<file path="src/sv/vrt_pkg.sv">
// Shared constants and types for the voxel ray traversal block.
`default_nettype none
package vrt_pkg;
   localparam int CoordBits = 16;
   localparam int DistFracBits = 16;
   localparam int DistBits = 32;
   localparam int StepBits = 10;
   localparam int FaceBits = 3;
   localparam int StatusBits = 2;
   // Dividend and divisor widths for setup divisions
   localparam int DivBits = 48;
   localparam int MagBits = 16;

   localparam logic [StatusBits-1:0] STATUS_QUERY = 2'd0;
   localparam logic [StatusBits-1:0] STATUS_HIT = 2'd1;
   localparam logic [StatusBits-1:0] STATUS_MISS = 2'd2;

   localparam logic KIND_START = 1'b0;
   localparam logic KIND_ANSWER = 1'b1;

   localparam logic [FaceBits-1:0] FACE_POS_Y = 3'd3;
   localparam logic [StepBits-1:0] MAX_STEPS_RESET = 10'd200;

   // Register byte addresses
   localparam logic [1:0] REG_MAX_STEPS = 2'd0;

   localparam logic [1:0] SIGN_ZERO = 2'd0;
   localparam logic [1:0] SIGN_POS = 2'd1;
   localparam logic [1:0] SIGN_NEG = 2'd3;

   // One queued input item
   typedef struct packed {
      logic kind;
      logic [31:0] origin_x;
      logic [31:0] origin_y;
      logic [31:0] origin_z;
      logic [15:0] dir_x;
      logic [15:0] dir_y;
      logic [15:0] dir_z;
      logic [DistBits-1:0] max_distance;
      logic cell_hit;
      logic [DistBits-1:0] cell_hit_distance;
      logic [FaceBits-1:0] cell_face;
   } item_type;

   // One result item
   typedef struct packed {
      logic [StatusBits-1:0] status;
      logic [15:0] voxel_x;
      logic [15:0] voxel_y;
      logic [15:0] voxel_z;
      logic [15:0] previous_x;
      logic [15:0] previous_y;
      logic [15:0] previous_z;
      logic [FaceBits-1:0] entry_face;
      logic [DistBits-1:0] hit_distance;
   } result_type;
endpackage
`default_nettype wire

</file>
<file path="src/sv/vrt_front.sv">
// Front end: input queue that holds items for the traversal engine.
`default_nettype none
module vrt_front (
   input wire logic clock,
   input wire logic reset,
   input wire logic push,
   output logic full,
   input wire vrt_pkg::item_type push_item,
   output logic item_valid,
   input wire logic item_take,
   output vrt_pkg::item_type item
);
   // Two-entry queue
   vrt_pkg::item_type slot_ff [2];
   logic rd_ptr_ff, rd_ptr_in;
   logic wr_ptr_ff, wr_ptr_in;
   logic [1:0] count_ff, count_in;
   logic do_push, do_pop;

   assign full = (count_ff == 2'd2);
   assign item_valid = (count_ff != 2'd0);
   assign item = slot_ff[rd_ptr_ff];
   assign do_push = push && !full;
   assign do_pop = item_take && item_valid;

   always_comb begin
      rd_ptr_in = rd_ptr_ff ^ do_pop;
      wr_ptr_in = wr_ptr_ff ^ do_push;
      count_in = count_ff + {1'b0, do_push} - {1'b0, do_pop};
   end

   always_ff @(posedge clock) begin
      if (reset) begin
         rd_ptr_ff <= 1'b0;
         wr_ptr_ff <= 1'b0;
         count_ff <= 2'd0;
      end else begin
         rd_ptr_ff <= rd_ptr_in;
         wr_ptr_ff <= wr_ptr_in;
         count_ff <= count_in;
      end
   end

   always_ff @(posedge clock) begin
      if (do_push) begin
         slot_ff[wr_ptr_ff] <= push_item;
      end
   end
endmodule
`default_nettype wire

</file>
<file path="src/sv/vrt_divider.sv">
// Restoring divider, one quotient bit per cycle, saturating to 32 bits.
`default_nettype none
module vrt_divider (
   input wire logic clock,
   input wire logic reset,
   input wire logic start,
   input wire logic [vrt_pkg::DivBits-1:0] dividend,
   input wire logic [vrt_pkg::MagBits-1:0] divisor,
   output logic done,
   output logic [vrt_pkg::DistBits-1:0] quotient
);
   localparam int CntBits = $clog2(vrt_pkg::DivBits + 1);
   logic [vrt_pkg::DivBits-1:0] quo_ff, quo_in;
   logic [vrt_pkg::MagBits:0] rem_ff, rem_in;
   logic [vrt_pkg::MagBits-1:0] div_ff, div_in;
   logic [CntBits-1:0] cnt_ff, cnt_in;
   logic busy_ff, busy_in;
   logic [vrt_pkg::MagBits:0] trial;

   assign done = busy_ff && (cnt_ff == CntBits'(0));
   assign quotient = (quo_ff[vrt_pkg::DivBits-1:vrt_pkg::DistBits] != '0) ?
                     '1 : quo_ff[vrt_pkg::DistBits-1:0];

   always_comb begin
      trial = {rem_ff[vrt_pkg::MagBits-1:0], quo_ff[vrt_pkg::DivBits-1]};
      quo_in = quo_ff;
      rem_in = rem_ff;
      div_in = div_ff;
      cnt_in = cnt_ff;
      busy_in = busy_ff;
      if (start) begin
         quo_in = dividend;
         rem_in = '0;
         div_in = divisor;
         cnt_in = CntBits'(vrt_pkg::DivBits);
         busy_in = 1'b1;
      end else if (busy_ff) begin
         if (cnt_ff == CntBits'(0)) begin
            busy_in = 1'b0;
         end else begin
            // Shift in next dividend bit, subtract when it fits
            if (trial >= {1'b0, div_ff}) begin
               rem_in = trial - {1'b0, div_ff};
               quo_in = {quo_ff[vrt_pkg::DivBits-2:0], 1'b1};
            end else begin
               rem_in = trial;
               quo_in = {quo_ff[vrt_pkg::DivBits-2:0], 1'b0};
            end
            cnt_in = cnt_ff - CntBits'(1);
         end
      end
   end

   always_ff @(posedge clock) begin
      if (reset) begin
         busy_ff <= 1'b0;
         cnt_ff <= '0;
      end else begin
         busy_ff <= busy_in;
         cnt_ff <= cnt_in;
      end
      quo_ff <= quo_in;
      rem_ff <= rem_in;
      div_ff <= div_in;
   end
endmodule
`default_nettype wire

</file>
<file path="src/sv/vrt_back.sv">
// Back end: ray setup through the divider, then one DDA step per miss answer.
`default_nettype none
module vrt_back (
   input wire logic clock,
   input wire logic reset,
   input wire logic [vrt_pkg::StepBits-1:0] max_steps,
   input wire logic item_valid,
   output logic item_take,
   input wire vrt_pkg::item_type item,
   output logic rsp_valid,
   input wire logic rsp_take,
   output vrt_pkg::result_type rsp
);
   localparam logic [2:0] ST_IDLE = 3'd0;
   localparam logic [2:0] ST_DIV = 3'd1;
   localparam logic [2:0] ST_WAIT = 3'd2;
   localparam logic [2:0] ST_EMIT = 3'd3;
   localparam logic [2:0] ST_STEP = 3'd4;
   localparam int CB = vrt_pkg::CoordBits;
   localparam int DB = vrt_pkg::DistBits;

   logic [2:0] state_ff, state_in;
   logic [CB-1:0] cur_ff [3];
   logic [CB-1:0] prev_ff [3];
   logic [1:0] sign_ff [3];
   logic [DB-1:0] nb_ff [3];
   logic [DB-1:0] sp_ff [3];
   logic [DB-1:0] trav_ff, limit_ff;
   logic [vrt_pkg::StepBits-1:0] steps_ff;
   logic [vrt_pkg::FaceBits-1:0] face_ff;
   logic active_ff;
   vrt_pkg::item_type held_ff;
   // Division sequencing: axis and which quantity
   logic [1:0] axis_ff;
   logic phase_ff;
   logic out_valid_ff;
   vrt_pkg::result_type out_ff;

   logic div_start, div_done;
   logic [vrt_pkg::DivBits-1:0] div_num;
   logic [vrt_pkg::MagBits-1:0] div_den;
   logic [DB-1:0] div_q;

   logic [31:0] org_sel;
   logic [15:0] dir_sel;
   logic [15:0] mag;
   logic [16:0] bd;
   logic [1:0] pick;
   logic [DB:0] nb_sum;

   vrt_divider u_div (
      .clock(clock), .reset(reset), .start(div_start), .dividend(div_num),
      .divisor(div_den), .done(div_done), .quotient(div_q)
   );

   // Operands for current setup axis
   always_comb begin
      unique case (axis_ff)
         2'd0: begin org_sel = held_ff.origin_x; dir_sel = held_ff.dir_x; end
         2'd1: begin org_sel = held_ff.origin_y; dir_sel = held_ff.dir_y; end
         default: begin org_sel = held_ff.origin_z; dir_sel = held_ff.dir_z; end
      endcase
      mag = dir_sel[15] ? (16'd0 - dir_sel) : dir_sel;
      bd = dir_sel[15] ? {1'b0, org_sel[15:0]} : (17'h10000 - {1'b0, org_sel[15:0]});
      div_den = mag;
      if (!phase_ff) begin
         div_num = vrt_pkg::DivBits'({bd, (vrt_pkg::DistFracBits - 1)'(0)});
      end else begin
         div_num = vrt_pkg::DivBits'(64'd1 << (vrt_pkg::DistFracBits + 15));
      end
   end

   // Axis with smallest next boundary; x only when strictly smallest, a y/z tie goes to z
   always_comb begin
      if (nb_ff[0] < nb_ff[1] && nb_ff[0] < nb_ff[2]) pick = 2'd0;
      else if (nb_ff[1] < nb_ff[2]) pick = 2'd1;
      else pick = 2'd2;
      nb_sum = {1'b0, nb_ff[pick]} + {1'b0, sp_ff[pick]};
   end

   assign item_take = (state_ff == ST_IDLE) && item_valid && !out_valid_ff;
   assign div_start = (state_ff == ST_DIV) && (dir_sel != 16'd0);
   assign rsp_valid = out_valid_ff;
   assign rsp = out_ff;

   always_comb begin
      state_in = state_ff;
      unique case (state_ff)
         ST_IDLE: begin
            if (item_take) begin
               if (item.kind == vrt_pkg::KIND_START) state_in = ST_DIV;
               else if (active_ff && !item.cell_hit) state_in = ST_STEP;
            end
         end
         ST_DIV: state_in = (dir_sel == 16'd0) ?
                  ((axis_ff == 2'd2) ? ST_EMIT : ST_DIV) : ST_WAIT;
         ST_WAIT: begin
            if (div_done) begin
               state_in = (phase_ff && axis_ff == 2'd2) ? ST_EMIT : ST_DIV;
            end
         end
         ST_STEP: state_in = ST_EMIT;
         ST_EMIT: state_in = ST_IDLE;
         default: state_in = ST_IDLE;
      endcase
   end

   always_ff @(posedge clock) begin
      if (reset) begin
         state_ff <= ST_IDLE;
         active_ff <= 1'b0;
         out_valid_ff <= 1'b0;
         steps_ff <= '0;
         face_ff <= vrt_pkg::FACE_POS_Y;
         trav_ff <= '0;
         limit_ff <= '0;
         axis_ff <= 2'd0;
         phase_ff <= 1'b0;
         for (int a = 0; a < 3; a++) begin
            cur_ff[a] <= '0;
            prev_ff[a] <= '0;
            sign_ff[a] <= vrt_pkg::SIGN_ZERO;
            nb_ff[a] <= '0;
            sp_ff[a] <= '0;
         end
      end else begin
         state_ff <= state_in;
         if (rsp_take && out_valid_ff) out_valid_ff <= 1'b0;
         unique case (state_ff)
            ST_IDLE: begin
               if (item_take) begin
                  held_ff <= item;
                  axis_ff <= 2'd0;
                  phase_ff <= 1'b0;
                  if (item.kind == vrt_pkg::KIND_START) begin
                     trav_ff <= '0;
                     limit_ff <= item.max_distance;
                     steps_ff <= '0;
                     face_ff <= vrt_pkg::FACE_POS_Y;
                     active_ff <= 1'b1;
                  end else if (active_ff && item.cell_hit) begin
                     active_ff <= 1'b0;
                     out_valid_ff <= 1'b1;
                     out_ff.status <= vrt_pkg::STATUS_HIT;
                     out_ff.voxel_x <= 16'(cur_ff[0]);
                     out_ff.voxel_y <= 16'(cur_ff[1]);
                     out_ff.voxel_z <= 16'(cur_ff[2]);
                     out_ff.previous_x <= 16'(prev_ff[0]);
                     out_ff.previous_y <= 16'(prev_ff[1]);
                     out_ff.previous_z <= 16'(prev_ff[2]);
                     out_ff.entry_face <= item.cell_face;
                     out_ff.hit_distance <= item.cell_hit_distance;
                  end
               end
            end
            ST_DIV: begin
               // Voxel, sign per axis; zero axes saturate without dividing
               cur_ff[axis_ff] <= CB'(org_sel[31:16]);
               prev_ff[axis_ff] <= CB'(org_sel[31:16]);
               if (dir_sel == 16'd0) begin
                  sign_ff[axis_ff] <= vrt_pkg::SIGN_ZERO;
                  nb_ff[axis_ff] <= '1;
                  sp_ff[axis_ff] <= '1;
                  axis_ff <= axis_ff + 2'd1;
                  phase_ff <= 1'b0;
               end else begin
                  sign_ff[axis_ff] <= dir_sel[15] ? vrt_pkg::SIGN_NEG : vrt_pkg::SIGN_POS;
               end
            end
            ST_WAIT: begin
               if (div_done) begin
                  if (!phase_ff) begin
                     nb_ff[axis_ff] <= div_q;
                     phase_ff <= 1'b1;
                  end else begin
                     sp_ff[axis_ff] <= div_q;
                     phase_ff <= 1'b0;
                     axis_ff <= axis_ff + 2'd1;
                  end
               end
            end
            ST_STEP: begin
               for (int a = 0; a < 3; a++) prev_ff[a] <= cur_ff[a];
               trav_ff <= nb_ff[pick];
               if (sign_ff[pick] == vrt_pkg::SIGN_POS) cur_ff[pick] <= cur_ff[pick] + CB'(1);
               else if (sign_ff[pick] == vrt_pkg::SIGN_NEG)
                  cur_ff[pick] <= cur_ff[pick] - CB'(1);
               nb_ff[pick] <= nb_sum[DB] ? '1 : nb_sum[DB-1:0];
               face_ff <= {pick, (sign_ff[pick] == vrt_pkg::SIGN_POS) ? 1'b0 : 1'b1};
               steps_ff <= steps_ff + vrt_pkg::StepBits'(1);
            end
            ST_EMIT: begin
               out_valid_ff <= 1'b1;
               out_ff.voxel_x <= 16'(cur_ff[0]);
               out_ff.voxel_y <= 16'(cur_ff[1]);
               out_ff.voxel_z <= 16'(cur_ff[2]);
               out_ff.previous_x <= 16'(prev_ff[0]);
               out_ff.previous_y <= 16'(prev_ff[1]);
               out_ff.previous_z <= 16'(prev_ff[2]);
               out_ff.entry_face <= face_ff;
               out_ff.hit_distance <= '0;
               if (steps_ff < max_steps && trav_ff < limit_ff) begin
                  out_ff.status <= vrt_pkg::STATUS_QUERY;
               end else begin
                  out_ff.status <= vrt_pkg::STATUS_MISS;
                  active_ff <= 1'b0;
               end
            end
            default: ;
         endcase
      end
   end
endmodule
`default_nettype wire

</file>
<file path="src/sv/voxel_ray_traversal.sv">
// Top level of the voxel ray traversal block.
`default_nettype none
// Walks the voxels of a ray by 3D DDA. Items enter through a two-entry queue
// and a result register decouples the output; the back end takes no new item
// while a result waits. A miss answer passes through the take, the
// compare-and-add step and the result load; a hit answer loads its result in
// the cycle it is taken. A start item runs two restoring divisions per nonzero
// direction axis on one shared divider, each an issue, the quotient bits and a
// done. max_steps lies at register byte address 0.
module voxel_ray_traversal (
   input wire logic clock,
   input wire logic reset,
   input wire logic push,
   output logic full,
   input wire logic req_kind,
   input wire logic [31:0] req_origin_x,
   input wire logic [31:0] req_origin_y,
   input wire logic [31:0] req_origin_z,
   input wire logic [15:0] req_dir_x,
   input wire logic [15:0] req_dir_y,
   input wire logic [15:0] req_dir_z,
   input wire logic [31:0] req_max_distance,
   input wire logic req_cell_hit,
   input wire logic [31:0] req_cell_hit_distance,
   input wire logic [2:0] req_cell_face,
   output logic empty,
   input wire logic pop,
   output logic [1:0] rsp_status,
   output logic [15:0] rsp_voxel_x,
   output logic [15:0] rsp_voxel_y,
   output logic [15:0] rsp_voxel_z,
   output logic [15:0] rsp_previous_x,
   output logic [15:0] rsp_previous_y,
   output logic [15:0] rsp_previous_z,
   output logic [2:0] rsp_entry_face,
   output logic [31:0] rsp_hit_distance,
   input wire logic psel,
   input wire logic penable,
   input wire logic pwrite,
   input wire logic [1:0] paddr,
   input wire logic [31:0] pwdata,
   output logic [31:0] prdata,
   output logic pready
);
   vrt_pkg::item_type in_item, q_item;
   vrt_pkg::result_type res;
   logic q_valid, q_take, r_valid;
   logic [vrt_pkg::StepBits-1:0] max_steps_ff;

   // Configuration register
   assign pready = 1'b1;
   assign prdata = (paddr == vrt_pkg::REG_MAX_STEPS) ? {22'd0, max_steps_ff} : 32'd0;
   always_ff @(posedge clock) begin
      if (reset) begin
         max_steps_ff <= vrt_pkg::MAX_STEPS_RESET;
      end else if (psel && penable && pwrite && paddr == vrt_pkg::REG_MAX_STEPS) begin
         max_steps_ff <= pwdata[vrt_pkg::StepBits-1:0];
      end
   end

   always_comb begin
      in_item.kind = req_kind;
      in_item.origin_x = req_origin_x;
      in_item.origin_y = req_origin_y;
      in_item.origin_z = req_origin_z;
      in_item.dir_x = req_dir_x;
      in_item.dir_y = req_dir_y;
      in_item.dir_z = req_dir_z;
      in_item.max_distance = req_max_distance;
      in_item.cell_hit = req_cell_hit;
      in_item.cell_hit_distance = req_cell_hit_distance;
      in_item.cell_face = req_cell_face;
   end

   vrt_front u_front (
      .clock(clock), .reset(reset), .push(push), .full(full), .push_item(in_item),
      .item_valid(q_valid), .item_take(q_take), .item(q_item)
   );

   vrt_back u_back (
      .clock(clock), .reset(reset), .max_steps(max_steps_ff), .item_valid(q_valid),
      .item_take(q_take), .item(q_item), .rsp_valid(r_valid), .rsp_take(pop), .rsp(res)
   );

   assign empty = !r_valid;
   assign rsp_status = res.status;
   assign rsp_voxel_x = res.voxel_x;
   assign rsp_voxel_y = res.voxel_y;
   assign rsp_voxel_z = res.voxel_z;
   assign rsp_previous_x = res.previous_x;
   assign rsp_previous_y = res.previous_y;
   assign rsp_previous_z = res.previous_z;
   assign rsp_entry_face = res.entry_face;
   assign rsp_hit_distance = res.hit_distance;
endmodule
`default_nettype wire

</file>
<file path="config.mk">
export PLATFORM = sky130hd
export DESIGN_NAME = voxel_ray_traversal
export DESIGN_NICKNAME = d
export VERILOG_FILES = /design/src/sv/vrt_pkg.sv /design/src/sv/vrt_front.sv /design/src/sv/vrt_divider.sv /design/src/sv/vrt_back.sv /design/src/sv/voxel_ray_traversal.sv
export SDC_FILE = /design/constraint.sdc
export NUM_CORES = 2
export LEC_CHECK = 0
export BUFFER_PORTS_ARGS = -buffer_cell sky130_fd_sc_hd__buf_2
export CORE_AREA = 2 2 294 514
export CTS_CLUSTER_SIZE = 25
export DETAILED_ROUTE_END_ITERATION = 8
export DIE_AREA = 0 0 296 516
export PLACE_DENSITY_LB_ADDON = 0.2
export SETUP_SLACK_MARGIN = 0.02
export SYNTH_ARGS = -nofsm -noshare
export SYNTH_HDL_FRONTEND = slang
export SYNTH_SLANG_ARGS = --single-unit
export TNS_END_PERCENT = 50
</file>
<file path="constraint.sdc">
create_clock -name clock -period 18 [get_ports clock]
set_clock_uncertainty 0.05 [all_clocks]
set_input_delay 3.6 -clock clock [delete_from_list [all_inputs] [get_ports clock]]
set_output_delay 3.6 -clock clock [all_outputs]
set_load 0.05 [all_outputs]
</file>
Word-level counts from Yosys, hierarchy flattened
Memories as Yosys holds them, arrays and structs flattened. A register that Yosys moved wholly into a read port is not among the register bits.
Cells that the tools add are included.
- bits in registers: 463
- memory bits (writable): 720
- logic and storage cells: 268
- memories: 6
- eq/ne operators: 20
- reductions and logical operators: 48
- $lt $le $gt $ge: 6
- bitwise gates (word level): 12
- $add $sub $neg: 11
- mux-type cells: 130
- memories (memory ; depth ; bits a word ; read ports ; clocked after Yosys merged registers in ; write ports ; RTL line ; source):
    u_front.slot_ff ; 2 ; 213 ; 1 ; 1 ; 1 ; vrt_front.sv:14 ; vrt_pkg::item_type slot_ff [2];
    u_back.nb_ff ; 3 ; 32 ; 4 ; 0 ; 3 ; vrt_back.sv:26 ; logic [DB-1:0] nb_ff [3];
    u_back.sp_ff ; 3 ; 32 ; 1 ; 0 ; 3 ; vrt_back.sv:27 ; logic [DB-1:0] sp_ff [3];
    u_back.cur_ff ; 3 ; 16 ; 4 ; 0 ; 3 ; vrt_back.sv:23 ; logic [CB-1:0] cur_ff [3];
    u_back.prev_ff ; 3 ; 16 ; 3 ; 0 ; 3 ; vrt_back.sv:24 ; logic [CB-1:0] prev_ff [3];
    u_back.sign_ff ; 3 ; 2 ; 1 ; 0 ; 3 ; vrt_back.sv:25 ; logic [1:0] sign_ff [3];
- operators by type and width (kind ; count):
    two-way mux 133 bit ; 3
    two-way mux 32 bit ; 10
    one-hot mux 133 bit (2 select lines) ; 1
    two-way mux 48 bit ; 3
    less-than comparator 32 bit ; 4
    two-way mux 16 bit ; 8
    one-hot mux 32 bit (2 select lines) ; 2
    OR reduction 32 bit ; 3
    two-way mux 1 bit ; 61
    OR reduction 16 bit ; 3
    two-way mux 2 bit ; 19
    adder 32 x 32 -> 33 bit ; 1
    one-hot mux 16 bit (2 select lines) ; 1
    nonzero test 16 bit ; 2
    two-way mux 10 bit ; 3
    two-way mux 3 bit ; 7
    one-hot mux 10 bit (2 select lines) ; 1
    two-way mux 6 bit ; 3
    >= comparator 17 x 16 -> 1 bit ; 1
    two-way mux 17 bit ; 1
    subtractor 17 x 16 -> 17 bit, first input constant ; 1
    adder 16 x 1 -> 16 bit, second input constant ; 1
    zero test 16 bit ; 1
    subtractor 1 x 16 -> 16 bit, first input constant ; 1
    other kinds (37) ; 86

Depth between registers and ports, before layout
An unclocked memory read counts as a cell.
- word-level depth: 14
- mapped depth: 27
- mapped depth without buffers: 21

Hierarchy
A second synthesis with hierarchy kept.
- cell total of the unflattened synthesis: 4014
- area total of the unflattened synthesis: 53253.6 um2
- by module, submodules not included (module ; instances ; area an instance (um2) ; cells each ; seq. area each (um2)):
    vrt_back ; 1 ; 31783.0 ; 2826 ; 18848.1
    vrt_front ; 1 ; 16027.9 ; 686 ; 12872.3
    vrt_divider ; 1 ; 4739.5 ; 420 ; 2382.3
    voxel_ray_traversal ; 1 ; 703.2 ; 82 ; 200.2

Worst setup path after synthesis
OpenSTA, ideal clock, no wires.
- path kind: input-to-reg
- start point: input port reset
- end point: register u_back.out_ff (netlist bit u_back.rsp[0]) (enable)
- arrival: 13.691 ns
- setup time: 0.838 ns
- slack: 3.422 ns
- path buffers: 2
- required time: 17.112 ns
- cell stages on the path: 3
- path through: clkbuf_1 > clkbuf_1 > a221oi_1
- cells in the longest elaborated chain, start to end: 2
- ends and longest elaborated chain (element ; RTL line ; source):
    from (decl) ; voxel_ray_traversal.sv:12 ; input wire logic reset,
    NOT 1 bit (no line) ; -- ;
    AND reduction 5 bit (no line) ; -- ;
    to (decl) ; vrt_back.sv:37 ; vrt_pkg::result_type out_ff;
No other way between the ends.
A chain may end at the register's enable or synchronous reset.

==> out/metrics.csv <==
metric;value;unit
dp_cells;6150;
dieArea;0.1527;mm²
overflow;0;
synth_flop_cell;edfxtp_1;
maxCapViolCount;0;
netlist_area;0.05175;mm²
combPwrFrac;22.4;%
start_util;34.89;%
hp-class;reg2reg;
avgViaCountPerCell;5.005;
ys_async_sr_fraction;0;%
area_delta_synth_final;15.59;%
synth_edf_count;1061;
critPathSlowestCell;o21ai_0;
grt_pass1_vias;33050;
crit_chain;inv_1 -> ha_1 -> a21oi_1 -> o21ai_0 -> a2111oi_0 -> o21a_1 -> o21ai_4 -> nor2_1 -> a21oi_1 -> o21ai_0 -> ha_1 -> o21ai_0 -> o32ai_1 -> nor2_1 -> o22ai_1 -> a21oi_1 -> o21a_1 -> o21ai_4 -> o22ai_1 -> nor2_1;
outcome;finished clean;
ir_drop;0.00008936;V
hold_violations;0;
clkSlewWorstSetupHoldPaths;0.07;ns
ios;422;
root_buffer;clkbuf_16;
dr.pass1.iters;5;
endpoint_kind;register;
power.density;132.7;mW/mm²
fillerInstances;14190;
num_rows;187;
core;0.1483;mm²
drive_gt1_share;18.46;%
swShare;30.25;%
drtAntennaViolNets;0;
setup_viol;0;
rr_endpoint;u_back.nb_ff[1][19]$_SDFFCE_PN0P_;
crit_path_max_incr_delay;0.91;ns
slew_violations;0;
cts_sinks;1183;
r2r_cells;20;
seqPwrFrac;46.0;%
wl;139300;µm
worst_pin_slew;1.177;ns
timing.fmax;125.1;MHz
grt_max_degree;121;
wire_per_inst;21.87;µm
synth_seq_area_share;66.29;%
die_width;296;µm
cts_setup_buffers;0;
syn_area_per_cell;13.23;µm²
cts_tree;done;
grt_pass1_wl;205900;µm
slew_headroom;21.30;%
leakagePower;22.56;nW
cp.arrival;8.53;ns
fin_crit_sh;44.41;%
clock_path_buffers;3;
die_h;516;µm
yosysUniqueCellTypes;91;
hold_depth;0;
antenna_found_initial;27;
remaining_drc_errors;0;
clockPowerShare;31.6;%
min_period;7.994;ns
netlist_instances;3911;
io_buffers;376;
stdcell_count;6366;
path_class;reg2reg;
vias;31860;
path_max_fanout;28;
worstHoldStart;u_back.prev_ff[1][3]$_DFFE_PP_;
clk-insertion-delay-late;0.75;ns
cp.required;18.54;ns
p_sw;0.002402;W
gp_congestion;0.8630;
yosysWarnings;0;
dpl.hpwl;96240;µm
final_nets;4743;
layout_commonest_cell;edfxtp_1;
cts_hold_buf;0;
crit_path_start_kind;register;
drt_iter0_markers;1925;
ff2ff_setup_slack;10.01;ns
cts_buffers;111;
setup_tns;0;ns
synth-seq-cells;1183;
intPower;0.005539;W
grt_usage;18.13;%
hold_end;u_back.rsp[54]$_DFFE_PP_;
cts_max_level;3;
reg2reg_from;u_back.nb_ff[2][9]$_SDFFCE_PN0P_;
rsz0062_at_grt;false;
final_cell_mix;1061 x edfxtp_1, 460 x nor2_1, 376 x buf_2;
ctsResizeCount;0;
-- per-layer routing --
| metal | up-vias | part of all wire (%) | global-route usage, % |
|---|---|---|---|
| met3 | 276 | 4.4 | 3.453 |
| li1 | 15220 | - | - |
| met2 | 662 | 54 | 34.22 |
| met5 | - | 0.12 | 0 |
| met1 | 15670 | 37 | 19.15 |
| met4 | 28 | 4.8 | 8.441 |
-- Yosys cell counts (all sizes together) (33+ instances only) --
cell | instances | area, µm²
edfxtp | 1061 | 31860
nor2 | 464 | 1742
nand2 | 264 | 993.5
ha | 207 | 2590
o21ai | 206 | 1042
a21oi | 195 | 983.4
inv | 159 | 596.8
mux2 | 148 | 1670
mux2i | 133 | 1331
dfxtp | 122 | 2442
clkbuf | 118 | 442.9
a22o | 83 | 727.0
buf | 81 | 465.4
a211oi | 60 | 450.4
nor3 | 59 | 311.5
xnor2 | 53 | 464.2
a21o | 49 | 367.9
and2 | 41 | 256.5
nand3 | 39 | 195.2
nand4 | 37 | 244.0
o22ai | 37 | 231.5
xor2 | 33 | 289.0
-- critical path: cells and delay by family (launching register included) --
family	cells	cell delay (ns)
DFF	1	0.38
buffers and inverters	1	0.09
adders and majority gates	2	0.62
AOI/OAI and AO/OA	14	6.17
and+or+nand+nor	3	0.47
-- layout make-up --
cell class	count	area (µm²)	share of cell area, %
Antenna cell	6	15.01	0.02510
Clock buffer	143	3024	5.056
Clock inverter	67	847.1	1.416
Inverter	159	596.8	0.9978
Multi-Input combinational cell	2391	16210	27.10
Sequential cell	1183	34310	57.35
Tap cell	1984	2482	4.150
Timing Repair Buffer	433	2335	3.903
-- cells by family after synthesis --
group	share of synthesized area [%]
DFF	66.29
and+or+nand+nor	8.784
AOI/OAI and AO/OA	9.628
buffers and inverters	2.909
muxes	5.800
adders and majority gates	5.121
xor gates and xnor gates	1.456
other	0.01451
-- flip-flops by register name, indices dropped and copies added, names as in the netlist, 2 cells and up --
register and count:
u_back.u_div.cnt_ff 6, u_back.steps_ff 10, u_back.face_ff 3, u_back.prev_ff 48, max_steps_ff 10, u_back.trav_ff 32
u_back.axis_ff 2, u_back.sign_ff 6, u_back.nb_ff 96, u_back.u_div.div_ff 16, u_back.state_ff 3, u_front.count_ff 2
u_back.cur_ff 48, u_back.rsp 133, u_back.u_div.rem_ff 16, u_back.held_ff 144, u_back.u_div.quo_ff 48, u_back.sp_ff 96
u_back.limit_ff 32, u_front.slot_ff 426
-- through the flow --
stage | cell area, µm² | hold slack, ns | util (%) | worst slack [ns] | power [W]
after detailed placement | 55930 | 0.3545 | 37.70 | 9.686 | 0.005524
after CTS | 59800 | 0.3340 | 40.31 | 10.06 | 0.008047
after global routing | 59810 | 0.3635 | 40.32 | 9.681 | 0.008317
after floorplan | 51830 | 0.3503 | - | 3.422 | 0.004978
after global placement | 55930 | 0.3533 | 37.70 | 9.688 | 0.005503
final | 59820 | 0.3260 | 40.32 | 10.01 | 0.007940
-- power groups by stage --
| stage | registers, W | clock network, W | logic (W) |
|---|---|---|---|
| after global placement | 0.00371 | 0 | 0.00180 |
| after floorplan | 0.00382 | 0 | 0.00116 |
| after detailed placement | 0.00372 | 0 | 0.00181 |
| final | 0.00366 | 0.00251 | 0.00178 |
| after global routing | 0.00369 | 0.00266 | 0.00196 |
| after CTS | 0.00366 | 0.00257 | 0.00182 |
-- worst max path at each step --
stage | start | to | slack [ns] | cells past startpoint
final | u_back.nb_ff[2][9]$_SDFFCE_PN0P_ | u_back.nb_ff[1][19]$_SDFFCE_PN0P_ | 10.01 | 20
after global routing | u_back.nb_ff[2][9]$_SDFFCE_PN0P_ | u_back.nb_ff[2][1]$_SDFFCE_PN0P_ | 9.68 | 20
after CTS | paddr[1] | prdata[5] | 10.06 | 3
after detailed placement | reset | u_back.cur_ff[1][14]$_SDFFCE_PN0P_ | 9.69 | 17
after global placement | reset | u_back.cur_ff[1][14]$_SDFFCE_PN0P_ | 9.69 | 17
after floorplan | reset | u_back.rsp[0]$_SDFFCE_PP0P_ | 3.42 | 3
(Power assumes the default switching activity.)
